$ cat config.mk
export PLATFORM = sky130hd
export DESIGN_NAME = bggc_front
export DESIGN_NICKNAME = d
export VERILOG_FILES = /design/src/bggc_pkg.sv /design/src/bggc_front.sv
export SDC_FILE = /design/constraint.sdc
export NUM_CORES = 1
export LEC_CHECK = 0
export BUFFER_PORTS_ARGS = -buffer_cell sky130_fd_sc_hd__buf_2
export CAP_MARGIN = 15
export CORE_MARGIN = 1.5
export CORE_UTILIZATION = 52
export CTS_CLUSTER_SIZE = 10
export DETAILED_ROUTE_END_ITERATION = 8
export PLACE_DENSITY = 0.75
export SETUP_SLACK_MARGIN = 0.15
export SYNTH_ARGS = -nofsm -noshare
export SYNTH_HDL_FRONTEND = slang
export SYNTH_SLANG_ARGS = --single-unit
$ cat constraint.sdc
create_clock -name clk_i -period 4.8 [get_ports clk_i]
set_input_delay 0.48 -clock clk_i [delete_from_list [all_inputs] [get_ports clk_i]]
set_output_delay 0.48 -clock clk_i [all_outputs]
set_load 0.02 [all_outputs]
$ cat src/bggc_pkg.sv
package bggc_pkg;

  localparam int CHARGE_NODES = 5;
  localparam int TEMP_NODES   = 4;

  localparam logic [15:0]        CHG_LO   = 16'd6554;
  localparam logic [15:0]        CHG_HI   = 16'd58982;
  localparam logic signed [15:0] TMP_LO   = -16'sd2560;
  localparam logic signed [15:0] TMP_HI   = 16'sd12800;
  localparam int                 CHG_SPAN = 52428;
  localparam int                 TMP_SPAN = 15360;

  // Floor reciprocals of the spans, scaled by 2^32.
  localparam int RECIP_W   = 20;
  localparam logic [RECIP_W-1:0] CHG_RECIP = RECIP_W'((64'd1 << 32) / CHG_SPAN);
  localparam logic [RECIP_W-1:0] TMP_RECIP = RECIP_W'((64'd1 << 32) / TMP_SPAN);

  localparam int P_W  = 19;
  localparam int CI_W = $clog2(CHARGE_NODES);
  localparam int CJ_W = $clog2(TEMP_NODES);

  localparam logic [15:0] GAIN_ONE = 16'd16384;
  localparam logic [23:0] OUT_MAX  = 24'hFFFFFF;

  // The grids are split into four banks by row and column parity, so the
  // four corners of any cell sit in four different banks.
  localparam int ROW_H   = (CHARGE_NODES + 1) / 2;
  localparam int COL_H   = (TEMP_NODES + 1) / 2;
  localparam int BANK_D  = ROW_H * COL_H;
  localparam int BA_W    = (BANK_D > 1) ? $clog2(BANK_D) : 1;

  localparam int MQ_DEPTH = 8;
  localparam int MQ_AW    = $clog2(MQ_DEPTH);
  localparam int OQ_DEPTH = 8;
  localparam int OQ_AW    = $clog2(OQ_DEPTH);

  typedef struct packed {
    logic        is_write;
    logic        grid;
    logic [2:0]  row;
    logic [1:0]  col;
    logic [15:0] gain;
    logic [23:0] r0;
    logic [23:0] r1;
  } ctx_t;

  typedef struct packed {
    ctx_t            ctx;
    logic [CI_W-1:0] ci;
    logic [CJ_W-1:0] cj;
    logic [16:0]     ws;
    logic [16:0]     wt;
  } mid_item_t;

  typedef struct packed {
    logic [23:0] c0;
    logic [23:0] c1;
    logic        sat;
  } out_item_t;

  function automatic logic [BA_W-1:0] bank_addr(input logic [2:0] row, input logic [2:0] col);
    int a;
    a = int'(row >> 1) * COL_H + int'(col >> 1);
    return BA_W'(a);
  endfunction

endpackage

$ cat src/bggc_front.sv
module bggc_front (
  input  logic                clk_i,
  input  logic                rst_ni,
  input  logic                push,
  output logic                full,
  input  logic                func_i,
  input  logic [15:0]         charge_level_i,
  input  logic signed [15:0]  temperature_i,
  input  logic [23:0]         resist_first_i,
  input  logic [23:0]         resist_second_i,
  input  logic [2:0]          row_select_i,
  input  logic [1:0]          col_select_i,
  input  logic                grid_select_i,
  input  logic [15:0]         gain_word_i,
  input  logic                mid_pop_i,
  output logic                mid_push_o,
  output bggc_pkg::mid_item_t mid_item_o
);
  import bggc_pkg::*;

  localparam int CNT_W = $clog2(MQ_DEPTH + 1);

  logic [CNT_W-1:0] cnt_q, cnt_d;
  logic             acc;
  logic [4:0]       v_q;

  ctx_t             ctx1_q, ctx2_q, ctx3_q, ctx4_q;
  logic [P_W-1:0]   ps1_q, pt1_q;
  logic [CI_W-1:0]  ci2_q, ci3_q, ci4_q;
  logic [CJ_W-1:0]  cj2_q, cj3_q, cj4_q;
  logic [15:0]      fs2_q, ft2_q, fs3_q, ft3_q;
  logic [16:0]      qs3_q, qt3_q, qs4_q, qt4_q;
  logic [17:0]      rs4_q, rt4_q;
  mid_item_t        item5_q;

  logic [15:0]            s_cl;
  logic signed [15:0]     t_cl;
  logic [15:0]            ds, dt;
  logic [CI_W-1:0]        ci_d;
  logic [CJ_W-1:0]        cj_d;
  logic [RECIP_W+15:0]    mul_s, mul_t;
  logic [32:0]            num_s, num_t, qsp_s, qsp_t;
  logic [16:0]            ws_d, wt_d;
  ctx_t                   ctx_in;

  assign acc  = push && !full;
  assign full = (cnt_q >= CNT_W'(MQ_DEPTH));
  assign cnt_d = cnt_q + CNT_W'(acc) - CNT_W'(mid_pop_i);

  always_comb begin
    s_cl = charge_level_i;
    if (s_cl < CHG_LO) s_cl = CHG_LO;
    if (s_cl > CHG_HI) s_cl = CHG_HI;
    t_cl = temperature_i;
    if (t_cl < TMP_LO) t_cl = TMP_LO;
    if (t_cl > TMP_HI) t_cl = TMP_HI;
    ds = s_cl - CHG_LO;
    dt = 16'(t_cl - TMP_LO);
    ctx_in.is_write = func_i;
    ctx_in.grid     = grid_select_i;
    ctx_in.row      = row_select_i;
    ctx_in.col      = col_select_i;
    ctx_in.gain     = gain_word_i;
    ctx_in.r0       = resist_first_i;
    ctx_in.r1       = resist_second_i;
  end

  // The cell is the number of inner nodes at or below the point.
  always_comb begin
    ci_d = '0;
    for (int k = 1; k <= CHARGE_NODES - 2; k++) begin
      if (ps1_q >= P_W'(k * CHG_SPAN)) ci_d = ci_d + CI_W'(1);
    end
    cj_d = '0;
    for (int k = 1; k <= TEMP_NODES - 2; k++) begin
      if (pt1_q >= P_W'(k * TMP_SPAN)) cj_d = cj_d + CJ_W'(1);
    end
  end

  always_comb begin
    mul_s = (RECIP_W+16)'(fs2_q) * (RECIP_W+16)'(CHG_RECIP);
    mul_t = (RECIP_W+16)'(ft2_q) * (RECIP_W+16)'(TMP_RECIP);
    num_s = {1'b0, fs3_q, 16'd0} + 33'(CHG_SPAN / 2);
    num_t = {1'b0, ft3_q, 16'd0} + 33'(TMP_SPAN / 2);
    qsp_s = 33'(qs3_q) * 33'(CHG_SPAN);
    qsp_t = 33'(qt3_q) * 33'(TMP_SPAN);
  end

  // The reciprocal estimate is low by at most two.
  always_comb begin
    ws_d = qs4_q;
    if (rs4_q >= 18'(2 * CHG_SPAN)) ws_d = qs4_q + 17'd2;
    else if (rs4_q >= 18'(CHG_SPAN)) ws_d = qs4_q + 17'd1;
    wt_d = qt4_q;
    if (rt4_q >= 18'(2 * TMP_SPAN)) wt_d = qt4_q + 17'd2;
    else if (rt4_q >= 18'(TMP_SPAN)) wt_d = qt4_q + 17'd1;
  end

  always_ff @(posedge clk_i or negedge rst_ni) begin
    if (!rst_ni) begin
      cnt_q <= '0;
      v_q   <= '0;
    end else begin
      cnt_q <= cnt_d;
      v_q   <= {v_q[3:0], acc};
    end
  end

  always_ff @(posedge clk_i) begin
    ctx1_q <= ctx_in;
    ps1_q  <= P_W'(ds) * P_W'(CHARGE_NODES - 1);
    pt1_q  <= P_W'(dt) * P_W'(TEMP_NODES - 1);

    ctx2_q <= ctx1_q;
    ci2_q  <= ci_d;
    cj2_q  <= cj_d;
    fs2_q  <= 16'(ps1_q - P_W'(ci_d) * P_W'(CHG_SPAN));
    ft2_q  <= 16'(pt1_q - P_W'(cj_d) * P_W'(TMP_SPAN));

    ctx3_q <= ctx2_q;
    ci3_q  <= ci2_q;
    cj3_q  <= cj2_q;
    fs3_q  <= fs2_q;
    ft3_q  <= ft2_q;
    qs3_q  <= mul_s[32:16];
    qt3_q  <= mul_t[32:16];

    ctx4_q <= ctx3_q;
    ci4_q  <= ci3_q;
    cj4_q  <= cj3_q;
    qs4_q  <= qs3_q;
    qt4_q  <= qt3_q;
    rs4_q  <= 18'(num_s - qsp_s);
    rt4_q  <= 18'(num_t - qsp_t);

    item5_q.ctx <= ctx4_q;
    item5_q.ci  <= ci4_q;
    item5_q.cj  <= cj4_q;
    item5_q.ws  <= ws_d;
    item5_q.wt  <= wt_d;
  end

  assign mid_push_o = v_q[4];
  assign mid_item_o = item5_q;

endmodule

==> impl_metrics.tcl <==
set metrics [dict create \
    syn_to_final_growth_pct 23.3 \
    crit_type "reg -> reg" \
    maxSlewViolCount 0 \
    syn_area_per_cell_um2 12.3 \
    avgRoutedWirePerCell_um 15.4 \
    fin_util_pct 64.8 \
    overflow 0 \
    ff2ff_setup_slack_ps 240 \
    final-seq-area_um2 11600 \
    crit_fanout 5 \
    period_share_pct 95.0 \
    grt_max_degree 12 \
    fp.dieArea_um2 41200 \
    drc_errors 0 \
    synthCells 1685 \
    synthFlopType "dfxtp_1" \
    cp_data_required_time_ps 5250 \
    hold_path.class "in -> reg" \
    initial_core_util_pct 52.6 \
    htreeDepth 3 \
    dr.first_iter.drc_count 406 \
    timing.final.hold_violations 0 \
    synth_edf_count 0 \
    die-height_um 203 \
    core.rowCount 73 \
    slowest_delay_ps 590 \
    place_ws_ps -44.5 \
    grt_setup_unrepaired "true" \
    via_per_inst 4.92 \
    layout_min_cycle_time_ps 4560 \
    hold_end "ctx1_q[27]$_DFF_P_" \
    ys_async_sr_fraction_pct 1.56 \
    dp_hpwl_um 27500 \
    layout-drive-gt1-share_pct 18.8 \
    ys_ff_latch 576 \
    cp_cell_sequence "a211o_1 -> a311o_1 -> a311o_1 -> a311oi_2 -> inv_2 -> fa_2 -> ha_4 -> ha_2 -> a41oi_2 -> xor2_2 -> ha_1 -> and2_1 -> o21ai_1 -> o211ai_1 -> a2111o_1 -> o211a_1" \
    hp-start "resist_first_i[3]" \
    insertedDiodeCount 0 \
    drv_cap 0 \
    cp_data_arrival_time_ps 5010 \
    maxSlewHeadroom_pct 57.7 \
    drt-pass1-iter-count 4 \
    cts_made_buffers 69 \
    cp-start-kind "flop" \
    nNetsFinal 2479 \
    antenna_found_initial 5 \
    ys_types 62 \
    multi_input_area_um2 8780 \
    ant_nets 0 \
    die_w_um 203 \
    clock_skew_ps 19.2 \
    cts.path.max_buffers 3 \
    fill_cells 2916 \
    clock-root-buffer "clkbuf_16" \
    grt_pass1_wl_um 64600 \
    status "finished, final reports clean" \
    place_area_um2 22600 \
    portBuffers 218 \
    clock_latency_ps 590 \
    slowest_stage "fa_2" \
    crit_top_cell "a311o_1" \
    ys_seq_area_share_pct 55.7 \
    rr_worst_depth 16 \
    grt_pass1_vias 13500 \
    layout_setup_ws_ps 242 \
    ys_warn_count 0 \
    grt_usage_pct 19.6 \
    r2r-start "ps1_q[3]$_DFF_P_" \
    worstReg2RegEnd "fs2_q[15]$_DFF_P_" \
    finalSetupViolations 0 \
    place.gp.congestion 0.863 \
    netlist_area_um2 20800 \
    coreArea_um2 39500 \
    whs_path_depth 1 \
    route.final.wire_length_um 40000 \
    worstMarginPinSlew_ps 629 \
    route.vias.total 12800 \
    clk_pin_slew_worst_paths_ps 50 \
    io_pins 219 \
    clock.fmax_ghz 0.219 \
    cp-end-kind "flop" \
    cts_tree "done" \
    design_area_um2 25600 \
    synth_nets 2105 \
    cts_sinks 576 \
]
## metrics by stage
stage / instances / TNS [ps] / hold WS (ps)
floorplan: 1685 / 0 / 184
global placement: 2434 / 0 / 309
detailed placement: 2434 / -123 / 312
CTS: 2602 / 0 / 0.740
global route: 2606 / 0 / 0.531
finish: 2606 / 0 / 39.0
## placed cells by master (no fill, tap or decap), drive strengths merged, types with 10 or more instances in the layout
master       count
and2            20
o21ai           41
a211o           10
nand2           52
fa              67
inv            168
nor3            24
nand4           10
a21o            24
xor2            45
ha             246
a311o           11
o211ai          11
xnor2          101
nor2            51
clkbuf          84
and3            15
o21a            13
a21oi           58
nand3           17
dlygate4sd3     70
nor2b           13
buf            243
dfxtp          567
## cell type report
type                    count  share of cell area, %
inverters                 166                   2.43
flip-flops and latches    576                   45.2
repair buffers            313                   7.73
clock inverters             9                  0.630
multi-input cells         933                   34.3
well taps                 525                   2.56
clock buffers              84                   7.16
## logic make-up (layout without fill, tap and decap cells)
| kind of cell | count (synthesis) | after routing | synth area share (%) |
|---|---|---|---|
| and+or+nand+nor | 243 | 243 | 6.01 |
| AOI/OAI and AO/OA | 227 | 227 | 7.45 |
| xor gates and xnor gates | 146 | 146 | 6.15 |
| buffers and inverters | 176 | 572 | 3.22 |
| adders and majority gates | 313 | 313 | 21.3 |
| DFF | 576 | 576 | 55.7 |
| muxes | 4 | 4 | 0.205 |
## registers in the layout, indices dropped and copies added, names as in the netlist, 3 cells and up
register and cells:
mid_item_o 110, ctx1_q 71, ctx2_q 71, ctx3_q 71
ctx4_q 71, pt1_q 18, qs3_q 17, qs4_q 17
qt3_q 17, qt4_q 17, ft2_q 16, ps1_q 16
rs4_q 16, fs2_q 14, rt4_q 8, v_q 5
cnt_q 4, ci2_q 3, ci3_q 3, ci4_q 3
## critical path, delay by kind of cell, from the launching register on
kind	cells	cell delay, ps
flops	1	350
simple gates	1	160
compound gates	9	2300
buf+inv	1	100
xor+xnor	1	210
fa+ha+maj	4	1290
## what timing repair did
| item | in CTS | in global routing |
|---|---|---|
| hold buffers | 70 | 0 |
| endpoints found under the setup margin | 4 | 14 |
| pin swaps | 4 | 15 |
| setup buffers | 5 | 4 |
| hold endpoints to repair | 78 | 0 |
| resized for setup | 11 | 44 |
## cell usage after synthesis, types with 6 or more instances
cell,instances,share of area (%)
dfxtp_1,567,55
ha_1,246,15
inv_1,166,3.0
xnor2_1,101,4.3
fa_1,67,6.5
a21oi_1,56,1.3
nand2_1,52,0.94
nor2_1,51,0.92
xor2_1,45,1.9
o21ai_0,40,0.96
a21o_1,24,0.87
nor3_1,24,0.58
and2_1,20,0.60
nand3_1,16,0.39
and3_1,15,0.45
nor2b_1,13,0.39
o21a_1,13,0.47
a311o_1,11,0.53
o211ai_1,11,0.40
a211o_1,10,0.42
dfrtp_1,9,1.1
nand4_1,9,0.27
or2_2,9,0.27
or3_1,9,0.27
a31oi_1,8,0.24
clkbuf_1,7,0.13
a211oi_1,6,0.22
nand2b_1,6,0.18
## routing by layer
layer  track usage, %  routed length (um)  vias up
met2             36.4               20900      296
met5                0                  47        -
li1                 -                   -     6379
met3             5.31                2190       92
met1             21.2               15800     6043
met4             7.28                1110        8
## worst max path at each step
| stage | start | to | slack [ps] | cells after the start |
|---|---|---|---|---|
| 2_1_floorplan | ps1_q[3]$_DFF_P_ | fs2_q[15]$_DFF_P_ | 230 | 16 |
| 3_3_place_gp | ps1_q[3]$_DFF_P_ | fs2_q[15]$_DFF_P_ | 100 | 16 |
| 3_5_place_dp | ps1_q[3]$_DFF_P_ | fs2_q[12]$_DFF_P_ | -40 | 18 |
| 4_1_cts | ps1_q[3]$_DFF_P_ | fs2_q[12]$_DFF_P_ | 170 | 18 |
| 5_1_grt | ps1_q[3]$_DFF_P_ | fs2_q[15]$_DFF_P_ | 30 | 17 |
| 6_report | ps1_q[3]$_DFF_P_ | fs2_q[15]$_DFF_P_ | 240 | 16 |
Power is left out: the tool's default activity adds up to more than one toggle a clock period on the data nets, which glitch-free logic cannot reach.
