### src/bggc_pkg.sv
package bggc_pkg;

  localparam int CHARGE_NODES = 5;
  localparam int TEMP_NODES   = 4;

  localparam logic [15:0]        CHG_LO   = 16'd6554;
  localparam logic [15:0]        CHG_HI   = 16'd58982;
  localparam logic signed [15:0] TMP_LO   = -16'sd2560;
  localparam logic signed [15:0] TMP_HI   = 16'sd12800;
  localparam int                 CHG_SPAN = 52428;
  localparam int                 TMP_SPAN = 15360;

  // Floor reciprocals of the spans, scaled by 2^32.
  localparam int RECIP_W   = 20;
  localparam logic [RECIP_W-1:0] CHG_RECIP = RECIP_W'((64'd1 << 32) / CHG_SPAN);
  localparam logic [RECIP_W-1:0] TMP_RECIP = RECIP_W'((64'd1 << 32) / TMP_SPAN);

  localparam int P_W  = 19;
  localparam int CI_W = $clog2(CHARGE_NODES);
  localparam int CJ_W = $clog2(TEMP_NODES);

  localparam logic [15:0] GAIN_ONE = 16'd16384;
  localparam logic [23:0] OUT_MAX  = 24'hFFFFFF;

  // The grids are split into four banks by row and column parity, so the
  // four corners of any cell sit in four different banks.
  localparam int ROW_H   = (CHARGE_NODES + 1) / 2;
  localparam int COL_H   = (TEMP_NODES + 1) / 2;
  localparam int BANK_D  = ROW_H * COL_H;
  localparam int BA_W    = (BANK_D > 1) ? $clog2(BANK_D) : 1;

  localparam int MQ_DEPTH = 8;
  localparam int MQ_AW    = $clog2(MQ_DEPTH);
  localparam int OQ_DEPTH = 8;
  localparam int OQ_AW    = $clog2(OQ_DEPTH);

  typedef struct packed {
    logic        is_write;
    logic        grid;
    logic [2:0]  row;
    logic [1:0]  col;
    logic [15:0] gain;
    logic [23:0] r0;
    logic [23:0] r1;
  } ctx_t;

  typedef struct packed {
    ctx_t            ctx;
    logic [CI_W-1:0] ci;
    logic [CJ_W-1:0] cj;
    logic [16:0]     ws;
    logic [16:0]     wt;
  } mid_item_t;

  typedef struct packed {
    logic [23:0] c0;
    logic [23:0] c1;
    logic        sat;
  } out_item_t;

  function automatic logic [BA_W-1:0] bank_addr(input logic [2:0] row, input logic [2:0] col);
    int a;
    a = int'(row >> 1) * COL_H + int'(col >> 1);
    return BA_W'(a);
  endfunction

endpackage

### src/bggc_mid_queue.sv
module bggc_mid_queue (
  input  logic                clk_i,
  input  logic                rst_ni,
  input  logic                push_i,
  input  bggc_pkg::mid_item_t item_i,
  input  logic                pop_i,
  output logic                valid_o,
  output bggc_pkg::mid_item_t item_o
);
  import bggc_pkg::*;

  mid_item_t        mem_q [MQ_DEPTH];
  logic [MQ_AW-1:0] wp_q, rp_q;
  logic [MQ_AW:0]   cnt_q;

  assign valid_o = (cnt_q != '0);
  assign item_o  = mem_q[rp_q];

  always_ff @(posedge clk_i or negedge rst_ni) begin
    if (!rst_ni) begin
      wp_q  <= '0;
      rp_q  <= '0;
      cnt_q <= '0;
    end else begin
      if (push_i) wp_q <= wp_q + MQ_AW'(1);
      if (pop_i)  rp_q <= rp_q + MQ_AW'(1);
      cnt_q <= cnt_q + (MQ_AW+1)'(push_i) - (MQ_AW+1)'(pop_i);
    end
  end

  always_ff @(posedge clk_i) begin
    if (push_i) mem_q[wp_q] <= item_i;
  end

endmodule

### config.mk
export PLATFORM = sky130hd
export DESIGN_NAME = bggc_mid_queue
export DESIGN_NICKNAME = d
export VERILOG_FILES = /design/src/bggc_pkg.sv /design/src/bggc_mid_queue.sv
export SDC_FILE = /design/constraint.sdc
export NUM_CORES = 1
export LEC_CHECK = 0
export ABC_AREA = 1
export BUFFER_PORTS_ARGS = -buffer_cell sky130_fd_sc_hd__buf_2
export CORE_MARGIN = 5
export CORE_UTILIZATION = 40
export DETAILED_ROUTE_END_ITERATION = 10
export MAX_ROUTING_LAYER = met4
export SLEW_MARGIN = 40
export SYNTH_ARGS = -nofsm -noshare
export SYNTH_HDL_FRONTEND = slang
export SYNTH_SLANG_ARGS = --single-unit
export TNS_END_PERCENT = 10
### constraint.sdc
create_clock -name clk_i -period 5.8 [get_ports clk_i]
set_input_delay 0.58 -clock clk_i [delete_from_list [all_inputs] [get_ports clk_i]]
set_output_delay 0.58 -clock clk_i [all_outputs]
set_load 0.02 [all_outputs]
==> results.json, run 1 <==
{
  "report.final.hold_viol_count": 0,
  "report.final.slew_viol_count": 0,
  "final_min_period_over_clock_period": 0.731,
  "syn_area_um2": 38900,
  "drt_wl_total_um": 89300,
  "synth-simple-area-share": 0.197,
  "maximum_number_of_pins_on_one_net_before_global_route_repair": 200,
  "core.rowCount": 114,
  "drt-initial-drc-count": 1663,
  "timing.critical_path.from_type": "flip-flop",
  "initial_antenna_violation_count": 16,
  "portion_of_netlist_area_occupied_by_mux_cells": 0,
  "final.min_clock_period_ns": 4.24,
  "synth_area_in_compound_gates": 0.000386,
  "leakagePower_nw": 20.4,
  "io_pins": 225,
  "syn-instance-count": 3866,
  "design_power_total_w": 0.0220,
  "syn2layout_area_growth_pct": 14.2,
  "synthXorXnorAreaFrac": 0.00113,
  "die_h_um": 322,
  "finalSetupTns_ns": 0,
  "synth_fp_nets": 3988,
  "hold_path.class": "in2reg",
  "final_antenna_net_count": 0,
  "flops_latches_synth": 890,
  "drt-vias-per-instance": 4.56,
  "first_global_vias": 23900,
  "synth_top_family_by_area": "simple AND/OR/NAND/NOR gates",
  "seq_area_frac_synth": 0.686,
  "port_buffers": 224,
  "drt_pass1_iterations": 5,
  "placed_cells_incl_taps": 5224,
  "max-clock-path-buffers": 3,
  "irDropWorstVdd_v": 0.000521,
  "tritoncts_num_sinks": 890,
  "sequentialPowerShare": 0.369,
  "design_area_um2": 44400,
  "gp_congestion": 0.716,
  "cts_root_buf": "clkbuf_16",
  "timing.slew.headroom": 0.394,
  "worst_clock_skew_ns": 0.0180,
  "layout_common_cells": "nand2_1 (1,442), inv_1 (894), edfxtp_1 (880)",
  "clockPowerShare": 0.276,
  "setup_viol": 0,
  "dp_hpwl_um": 43900,
  "grt_first_pass_wirelength_um": 138000,
  "fmax_mhz": 236,
  "chip_width_um": 322,
  "power_switching_w": 0.00844,
  "max_slew.worst_pin.slew_ns": 0.909,
  "synth_cell_type_count": 20,
  "post-route-drc-count": 0,
  "arrival_ns": 3.66,
  "cts_resized": 0,
  "num-nets-final": 4172,
  "post_synth_fa_ha_maj_area_fraction": 0.00277,
  "die_outline_area_um2": 104000,
  "route.detailed.wl_per_inst_um": 16.5,
  "layout_commonest_cell": "nand2_1",
  "buffers_inserted_by_post_cts_timing_repair": 0,
  "synthesis.yosys.warnings": 0,
  "post_cts_hold_fix_bufs": 1,
  "gr-usage-all-layers": 0.176,
  "core-area_um2": 96600,
  "cts-htree-levels": 3,
  "setup_repair_after_global_routing_missed_its_margin": "false",
  "fin_cells": 5423,
  "max_cap_viols": 0,
  "syn_avg_cell_area_um2": 10.1,
  "dpl-instance-area_um2": 41100,
  "drive_gt1_frac": 0.0998,
  "cp-end-kind": "output pin",
  "worstSkewPairLatency_ns": 0.66,
  "initial_core_util": 0.403,
  "comb_power_share": 0.355,
  "total_number_of_vias": 24700,
  "crit_required_ns": 5.22,
  "internal-power_w": 0.0135,
  "tritoncts.num_buffers": 97,
  "netSwitchingFraction": 0.384,
  "clk_pin_slew_ns": 0.06,
  "pwr_density_cell_nw_per_um2": 495,
  "critical_path_class": "reg2out",
  "cts_tree": "built",
  "crit_path_max_fanout": 165,
  "layout.core_utilization": 0.460,
  "grt-ovfl-total": 0,
  "status": "finished, final reports clean"
}
[Yosys cell counts, drive strengths merged]
master  count  area share
fa          1     0.00051
o21ai       2     0.00026
nand3     442       0.057
xor2        4     0.00090
nand2    1442        0.14
xnor2       1     0.00023
a21oi       1     0.00013
inv       897       0.087
clkbuf     25      0.0024
nor2        8     0.00077
buf       145       0.024
dfrtp      10      0.0064
edfxtp    880        0.68
ha          7      0.0023
or2         1     0.00016
[stage by stage]
| stage | hold WS, ns | worst slack [ns] |
|---|---|---|
| 6_report | 0.180 | 1.56 |
| 5_1_grt | 0.153 | 1.33 |
| 4_1_cts | 0.123 | 1.49 |
| 3_5_place_dp | 0.463 | 2.23 |
| 3_3_place_gp | 0.461 | 2.25 |
| 2_1_floorplan | 0.284 | -0.286 |
[critical path: stages (launching register included)]
cell and delay (ns):
dfrtp_4 0.88, buf_12 0.61, buf_4 0.64, nand2_1 0.13, nand3_1 0.11, nand2_1 0.07
nand2_1 0.06, nand2_1 0.12, buf_2 0.18
[worst paths after layout]
check | start | endpoint | slack, ns | cells after the start
setup / recovery | rp_q[0] | item_o[98] | 1.56 | 8
min in group asynchronous | rst_ni | rp_q[1] | 0.33 | 2
hold / removal | item_i[78] | mem_q[0][78] | 0.18 | 1
hold reg to reg | wp_q[0] | wp_q[0] | 0.54 | 2
setup reg to reg | wp_q[0] | mem_q[2][69] | 3.38 | 3
max in group asynchronous | rst_ni | rp_q[0] | 5.24 | 2
[metal layers]
metal | GRT usage | up-vias | routed length [µm]
met3 | 0.0348 | 114 | 5190
met1 | 0.231 | 11700 | 40500
met5 | - | - | 0
li1 | - | 12400 | -
met2 | 0.286 | 531 | 42100
met4 | 0.0430 | 0 | 1560
[state kept, by name, indices dropped and copies added, names as in the netlist]
name	count
cnt_q	4
rp_q	3
wp_q	3
mem_q	880
[kinds of logic (layout without fill, tap and decap cells)]
logic type / count (synthesis) / after routing
AOI/OAI and AO/OA: 3 / 3
xor gates and xnor gates: 5 / 5
adders and majority gates: 8 / 8
buffers and inverters: 1067 / 1331
DFF: 890 / 890
other: 0 / 17
and+or+nand+nor: 1893 / 1893
[layout make-up]
| cell class | count | area, µm² |
|---|---|---|
| clock buffer | 121 | 2590 |
| antenna | 17 | 42.5 |
| tap | 1276 | 1600 |
| multi-input combinational | 1909 | 7890 |
| inverter | 897 | 3400 |
| clock inverter | 58 | 573 |
| timing repair buffer | 255 | 1610 |
| fill | 8776 | 52200 |
| sequential | 890 | 26700 |
[power groups by stage]
stage | clock network [W] | logic [W] | registers (W)
after global placement | 0 | 0.00783 | 0.00823
final | 0.00607 | 0.00779 | 0.00811
after floorplan | 0 | 0.00560 | 0.00815
after CTS | 0.00623 | 0.00794 | 0.00812
after detailed placement | 0 | 0.00791 | 0.00825
after global routing | 0.00652 | 0.00872 | 0.00817
Power figures use the tool's default switching activity.
==> run 2: changes to the inputs <==
--- a/config.mk
+++ b/config.mk
@@ -5,7 +5,7 @@
 export SDC_FILE = /design/constraint.sdc
 export NUM_CORES = 1
 export LEC_CHECK = 0
-export ABC_AREA = 1
+export ABC_AREA = 0
 export BUFFER_PORTS_ARGS = -buffer_cell sky130_fd_sc_hd__buf_2
 export CORE_MARGIN = 5
 export CORE_UTILIZATION = 40
==> constraint.sdc (replaced) <==
create_clock -name clk_i -period 3.7 [get_ports clk_i]
set_input_delay 0.37 -clock clk_i [delete_from_list [all_inputs] [get_ports clk_i]]
set_output_delay 0.37 -clock clk_i [all_outputs]
set_load 0.02 [all_outputs]
==> results.json, run 2 <==
{
  "fmax_mhz": 300,
  "chip_width_um": 300,
  "layout_common_cells": "edfxtp_1 (880), buf_2 (224), mux4_2 (220)",
  "grt_first_pass_wirelength_um": 105000,
  "core.rowCount": 106,
  "worstHoldPathCells": 1,
  "syn_area_um2": 33700,
  "timing.reg2reg.setup_slack_ns": 1.59,
  "setup_viol": 0,
  "largest-register": "mem_q",
  "fin_cells": 2947,
  "cts_resized": 0,
  "synth_ff_type": "edfxtp_1",
  "crit_path_max_fanout": 30,
  "pwr_density_cell_nw_per_um2": 800,
  "hold_path_end": "mem_q[7][47]",
  "cts_root_buf": "clkbuf_16",
  "drt-vias-per-instance": 5.12,
  "grt-ovfl-total": 0,
  "dp_hpwl_um": 37100,
  "final_antenna_net_count": 0,
  "final.min_clock_period_ns": 3.33,
  "syn_avg_cell_area_um2": 25.5,
  "synthesis.yosys.warnings": 0,
  "drive_gt1_frac": 0.408,
  "critPathBufInv": 2,
  "path_depth": 4,
  "status": "finished, final reports clean",
  "die_h_um": 300,
  "layout.core_utilization": 0.484,
  "synth-async-reset-ratio": 0.0112,
  "synth_fp_nets": 1446,
  "flops_latches_synth": 890,
  "drt-initial-drc-count": 961,
  "drt_pass1_iterations": 5,
  "largest_register_ffs": 880,
  "drt_wl_total_um": 69500,
  "io_pins": 225,
  "filler_cell_count": 6772,
  "yosysMostFrequentCell": "edfxtp_1",
  "regArea_um2": 26700,
  "hold_path.class": "in2reg",
  "design_power_total_w": 0.0324,
  "post-route-drc-count": 0,
  "die_outline_area_um2": 90200,
  "cp-end-kind": "output pin",
  "setup_repair_after_global_routing_missed_its_margin": "false",
  "total_number_of_vias": 15100,
  "multi_input_area_um2": 6570,
  "layout_commonest_cell": "edfxtp_1",
  "max-clock-path-buffers": 3,
  "critical-path-top-delay-family": "flip-flops",
  "crit_required_ns": 3.33,
  "maximum_number_of_pins_on_one_net_before_global_route_repair": 60,
  "reg_top3": "mem_q: 880 flops, cnt_q: 4 flops",
  "critPathMaxStageDelay_ns": 0.87,
  "timing.critical_path.from_type": "flip-flop",
  "report.final.slew_viol_count": 0,
  "leakagePower_nw": 13.2,
  "report.final.hold_viol_count": 0,
  "core-area_um2": 83700,
  "seq_area_frac_synth": 0.791,
  "gr-usage-all-layers": 0.158,
  "hold_path.startpoint": "item_i[47]",
  "worstReg2RegEnd": "mem_q[4][82]",
  "arrival_ns": 2.96,
  "placed_cells_incl_taps": 2662,
  "final_min_period_over_clock_period": 0.901,
  "yosysTopAreaCellShare": 0.784,
  "worst_clock_skew_ns": 0.0173,
  "yosys.area.top_type": "edfxtp_1",
  "tritoncts.num_buffers": 92,
  "port_buffers": 224,
  "max_slew.worst_pin.slew_ns": 0.758,
  "leading_cell_types_by_total_area_after_synthesis": "edfxtp_1 (78%), mux4_2 (15%), mux2_2 (3.4%)",
  "cts_tree": "built",
  "syn2layout_area_growth_pct": 20.2,
  "syn-instance-count": 1324,
  "cts-htree-levels": 3,
  "reg2reg_launch_point": "wp_q[1]",
  "irDropWorstVdd_v": 0.000515,
  "timing.slew.headroom": 0.495,
  "critical_path_class": "reg2out",
  "cp_slowest_cell": "dfrtp_4",
  "tritoncts_num_sinks": 890,
  "initial_core_util": 0.403,
  "synth-edff-count": 880,
  "route.detailed.wl_per_inst_um": 23.6,
  "clk_pin_slew_ns": 0.06,
  "r2r.worst_path.cells": 4,
  "initial_antenna_violation_count": 5,
  "worstSkewPairLatency_ns": 0.63,
  "synth_cell_type_count": 23,
  "synth_top_cells_by_count": "edfxtp_1 (880), mux4_2 (220), mux2_2 (101), clkbuf_1 (17), buf_2 (15)",
  "first_global_vias": 16600,
  "gp_congestion": 0.686,
  "num-nets-final": 1855,
  "max_cap_viols": 0,
  "ordered_cell_list_for_the_critical_path": "buf_4 -> mux4_2 -> mux2_4 -> buf_2"
}
## run 2: worst register-to-register path, stage by stage, from the launching register on
cell and delay, ns:
dfrtp_1 0.41, nand2b_1 0.33, nor2_4 0.20, buf_12 0.37
buf_16 0.41
## run 2: cell type report
type,instances,share of cell area
antenna,5,0.000309
clock buffer,111,0.0596
clock inverter,58,0.0125
inverter,8,0.000741
multi-input combinational,364,0.162
sequential,890,0.658
tap,1134,0.0350
timing repair buffer,377,0.0714
## run 2: how the worst max path moves through the flow
stage	startpoint	endpoint	slack, ns
6_report	rp_q[0]	item_o[4]	0.37
5_1_grt	rp_q[0]	item_o[4]	0.16
4_1_cts	rp_q[0]	item_o[84]	0.22
3_5_place_dp	rp_q[0]	item_o[84]	0.92
3_3_place_gp	rp_q[0]	item_o[86]	0.93
2_1_floorplan	push_i	mem_q[2][0]	-1.59
## run 2: logic make-up (layout without fill, tap and decap cells)
| logic type | Yosys count | count (layout) | share of synthesized area |
|---|---|---|---|
| AOI/OAI and AO/OA | 2 | 2 | 0.000371 |
| xor gates and xnor gates | 6 | 6 | 0.00156 |
| adders and majority gates | 8 | 8 | 0.00319 |
| buffers and inverters | 70 | 554 | 0.0160 |
| DFF | 890 | 890 | 0.791 |
| muxes | 332 | 332 | 0.186 |
| other | 0 | 5 | 0 |
| and+or+nand+nor | 16 | 16 | 0.00212 |
## run 2: timing repair
item	CTS	global route
hold endpoints to repair	883	0
buffers inserted	0	0
setup endpoints to repair	0	0
hold buffers	111	0
## run 2: where the power goes
part / switching (W) / total, W / internal (W) / leakage [nW]
sequential: 0.000525 / 0.0132 / 0.0126 / 8.11
combinational: 0.00564 / 0.0104 / 0.00472 / 3.70
clock: 0.00374 / 0.00889 / 0.00515 / 1.43
total: 0.00991 / 0.0324 / 0.0225 / 13.2
## run 2: per-layer routing
layer	GRT usage	part of all wire
met5	-	0
met3	0.0280	0.049
met1	0.214	0.44
met4	0.0405	0.019
met2	0.252	0.50
## run 2: stage by stage
| stage | setup TNS (ns) | hold slack [ns] | setup WS, ns | cell area, µm² |
|---|---|---|---|---|
| global placement | 0 | 0.254 | 0.930 | 36500 |
| finish | 0 | 0.0651 | 0.365 | 40500 |
| CTS | 0 | 0.00525 | 0.224 | 40500 |
| detailed placement | 0 | 0.270 | 0.919 | 36500 |
| global route | 0 | 0.0490 | 0.162 | 40500 |
| floorplan | -343.63 | 0.0744 | -1.59 | 33700 |
==> run 3: changes to the inputs <==
--- a/config.mk
+++ b/config.mk
@@ -8,9 +8,10 @@
 export ABC_AREA = 0
 export BUFFER_PORTS_ARGS = -buffer_cell sky130_fd_sc_hd__buf_2
 export CORE_MARGIN = 5
-export CORE_UTILIZATION = 40
+export CORE_UTILIZATION = 50
 export DETAILED_ROUTE_END_ITERATION = 10
 export MAX_ROUTING_LAYER = met4
+export PLACE_DENSITY = 0.7
 export SLEW_MARGIN = 40
 export SYNTH_ARGS = -nofsm -noshare
 export SYNTH_HDL_FRONTEND = slang
==> results.json, run 3 (synthesis results as in run 2) <==
{
  "ordered_cell_list_for_the_critical_path": "buf_4 -> mux4_2 -> mux2_2 -> buf_2",
  "tritoncts_num_sinks": 890,
  "chip_width_um": 270,
  "worst_clock_skew_ns": 0.0170,
  "max_slew.worst_pin.slew_ns": 0.835,
  "internal-power_w": 0.0224,
  "layout.core_utilization": 0.597,
  "drt_pass1_iterations": 5,
  "cts_resized": 0,
  "first_global_vias": 16200,
  "leakagePower_nw": 13.2,
  "final.min_clock_period_ns": 3.20,
  "timing.reg2reg.setup_slack_ns": 1.64,
  "irDropWorstVdd_v": 0.000533,
  "final_antenna_net_count": 0,
  "critPathBufInv": 2,
  "port_buffers": 224,
  "design_power_total_w": 0.0321,
  "gp_congestion": 0.703,
  "gr-usage-all-layers": 0.188,
  "cp_slowest_cell": "dfrtp_4",
  "status": "finished, final reports clean",
  "num-nets-final": 1848,
  "largest-register": "mem_q",
  "arrival_ns": 2.83,
  "drt_wl_total_um": 65900,
  "pwr_density_cell_nw_per_um2": 801,
  "critical_path_class": "reg2out",
  "r2r.worst_path.cells": 5,
  "netSwitchingFraction": 0.302,
  "fmax_mhz": 312,
  "layout_common_cells": "edfxtp_1 (880), buf_2 (224), mux4_2 (220)",
  "timing.slew.headroom": 0.443,
  "initial_antenna_violation_count": 8,
  "critPathMaxStageDelay_ns": 0.71,
  "hold_path.class": "in2reg",
  "initial_core_util": 0.503,
  "core-area_um2": 67000,
  "finalSetupTns_ns": 0,
  "die_outline_area_um2": 72700,
  "syn2layout_area_growth_pct": 18.8,
  "cp-end-kind": "output pin",
  "comb_power_share": 0.315,
  "design_area_um2": 40100,
  "post-route-drc-count": 0,
  "report.final.hold_viol_count": 0,
  "total_number_of_vias": 15000,
  "dp_hpwl_um": 34600,
  "max-clock-path-buffers": 3,
  "path_depth": 4,
  "core.rowCount": 95,
  "report.final.slew_viol_count": 0,
  "largest_register_ffs": 880,
  "cts-htree-levels": 3,
  "grt-ovfl-total": 0,
  "power_switching_w": 0.00967,
  "tritoncts.num_buffers": 88,
  "cts_root_buf": "clkbuf_16",
  "die_h_um": 270,
  "crit_path_max_fanout": 21,
  "dpl-instance-area_um2": 36100,
  "worstHoldPathCells": 1,
  "critical-path-top-delay-family": "multiplexers",
  "drt-initial-drc-count": 1218,
  "final_min_period_over_clock_period": 0.866,
  "drive_gt1_frac": 0.411,
  "reg_top3": "mem_q: 880 flops, cnt_q: 4 flops",
  "clk_pin_slew_ns": 0.06,
  "whs_ns": 0.0383,
  "route.detailed.wl_per_inst_um": 24.6,
  "clockPowerShare": 0.274,
  "setup_repair_after_global_routing_missed_its_margin": "false",
  "timing.critical_path.from_type": "flip-flop",
  "grt_first_pass_wirelength_um": 101000,
  "filler_cell_count": 4656,
  "max_cap_viols": 0,
  "worstSkewPairLatency_ns": 0.63,
  "layout_commonest_cell": "edfxtp_1",
  "cts_tree": "built",
  "sequentialPowerShare": 0.412,
  "crit_required_ns": 3.33,
  "drt-vias-per-instance": 5.61,
  "io_pins": 225,
  "setup_viol": 0,
  "maximum_number_of_pins_on_one_net_before_global_route_repair": 111
}
## run 3: path summary, 6_finish.rpt
path	to	startpoint
worst max-delay path	item_o[99]	rp_q[0]
worst min-delay path	mem_q[1][43]	item_i[43]
worst max register to register	mem_q[4][21]	wp_q[0]
max in group asynchronous	rp_q[1]	rst_ni
worst min register to register	wp_q[1]	wp_q[1]
min in group asynchronous	cnt_q[0]	rst_ni
## run 3: cell type report
cell class / count / area (µm²) / share of cell area
sequential: 890 / 26700 / 0.666
multi-input combinational: 364 / 6570 / 0.164
timing repair buffer: 374 / 2790 / 0.0695
clock buffer: 105 / 2270 / 0.0566
tap: 873 / 1090 / 0.0273
clock inverter: 56 / 606 / 0.0151
inverter: 8 / 30.0 / 0.000750
antenna: 8 / 20.0 / 0.000500
## run 3: power groups by stage
stage	combinational, W	sequential (W)	clock (W)
final	0.0101	0.0132	0.00877
after global routing	0.0108	0.0133	0.00945
after CTS	0.0104	0.0132	0.00897
after detailed placement	0.0102	0.0134	0
after global placement	0.0101	0.0133	0
after floorplan	0.00754	0.0132	0
## run 3: per-layer routing
layer,track usage,routed length [µm],vias to the layer above
li1,-,-,6518
met1,0.252,27900,8062
met2,0.303,33700,366
met3,0.0380,3360,77
met4,0.0425,966,0
met5,-,0,-
## run 3: what timing repair did
| item | 4_1_cts | 5_1_grt |
|---|---|---|
| buffers inserted | 0 | 0 |
| hold buffers | 109 | 0 |
| endpoints found under the hold margin | 861 | 0 |
## run 3: through the flow
stage               setup WS, ns  instances
floorplan                  -1.59       1324
global placement            1.10       2398
CTS                        0.402       2670
detailed placement          1.09       2400
finish                     0.496       2678
global route               0.299       2678
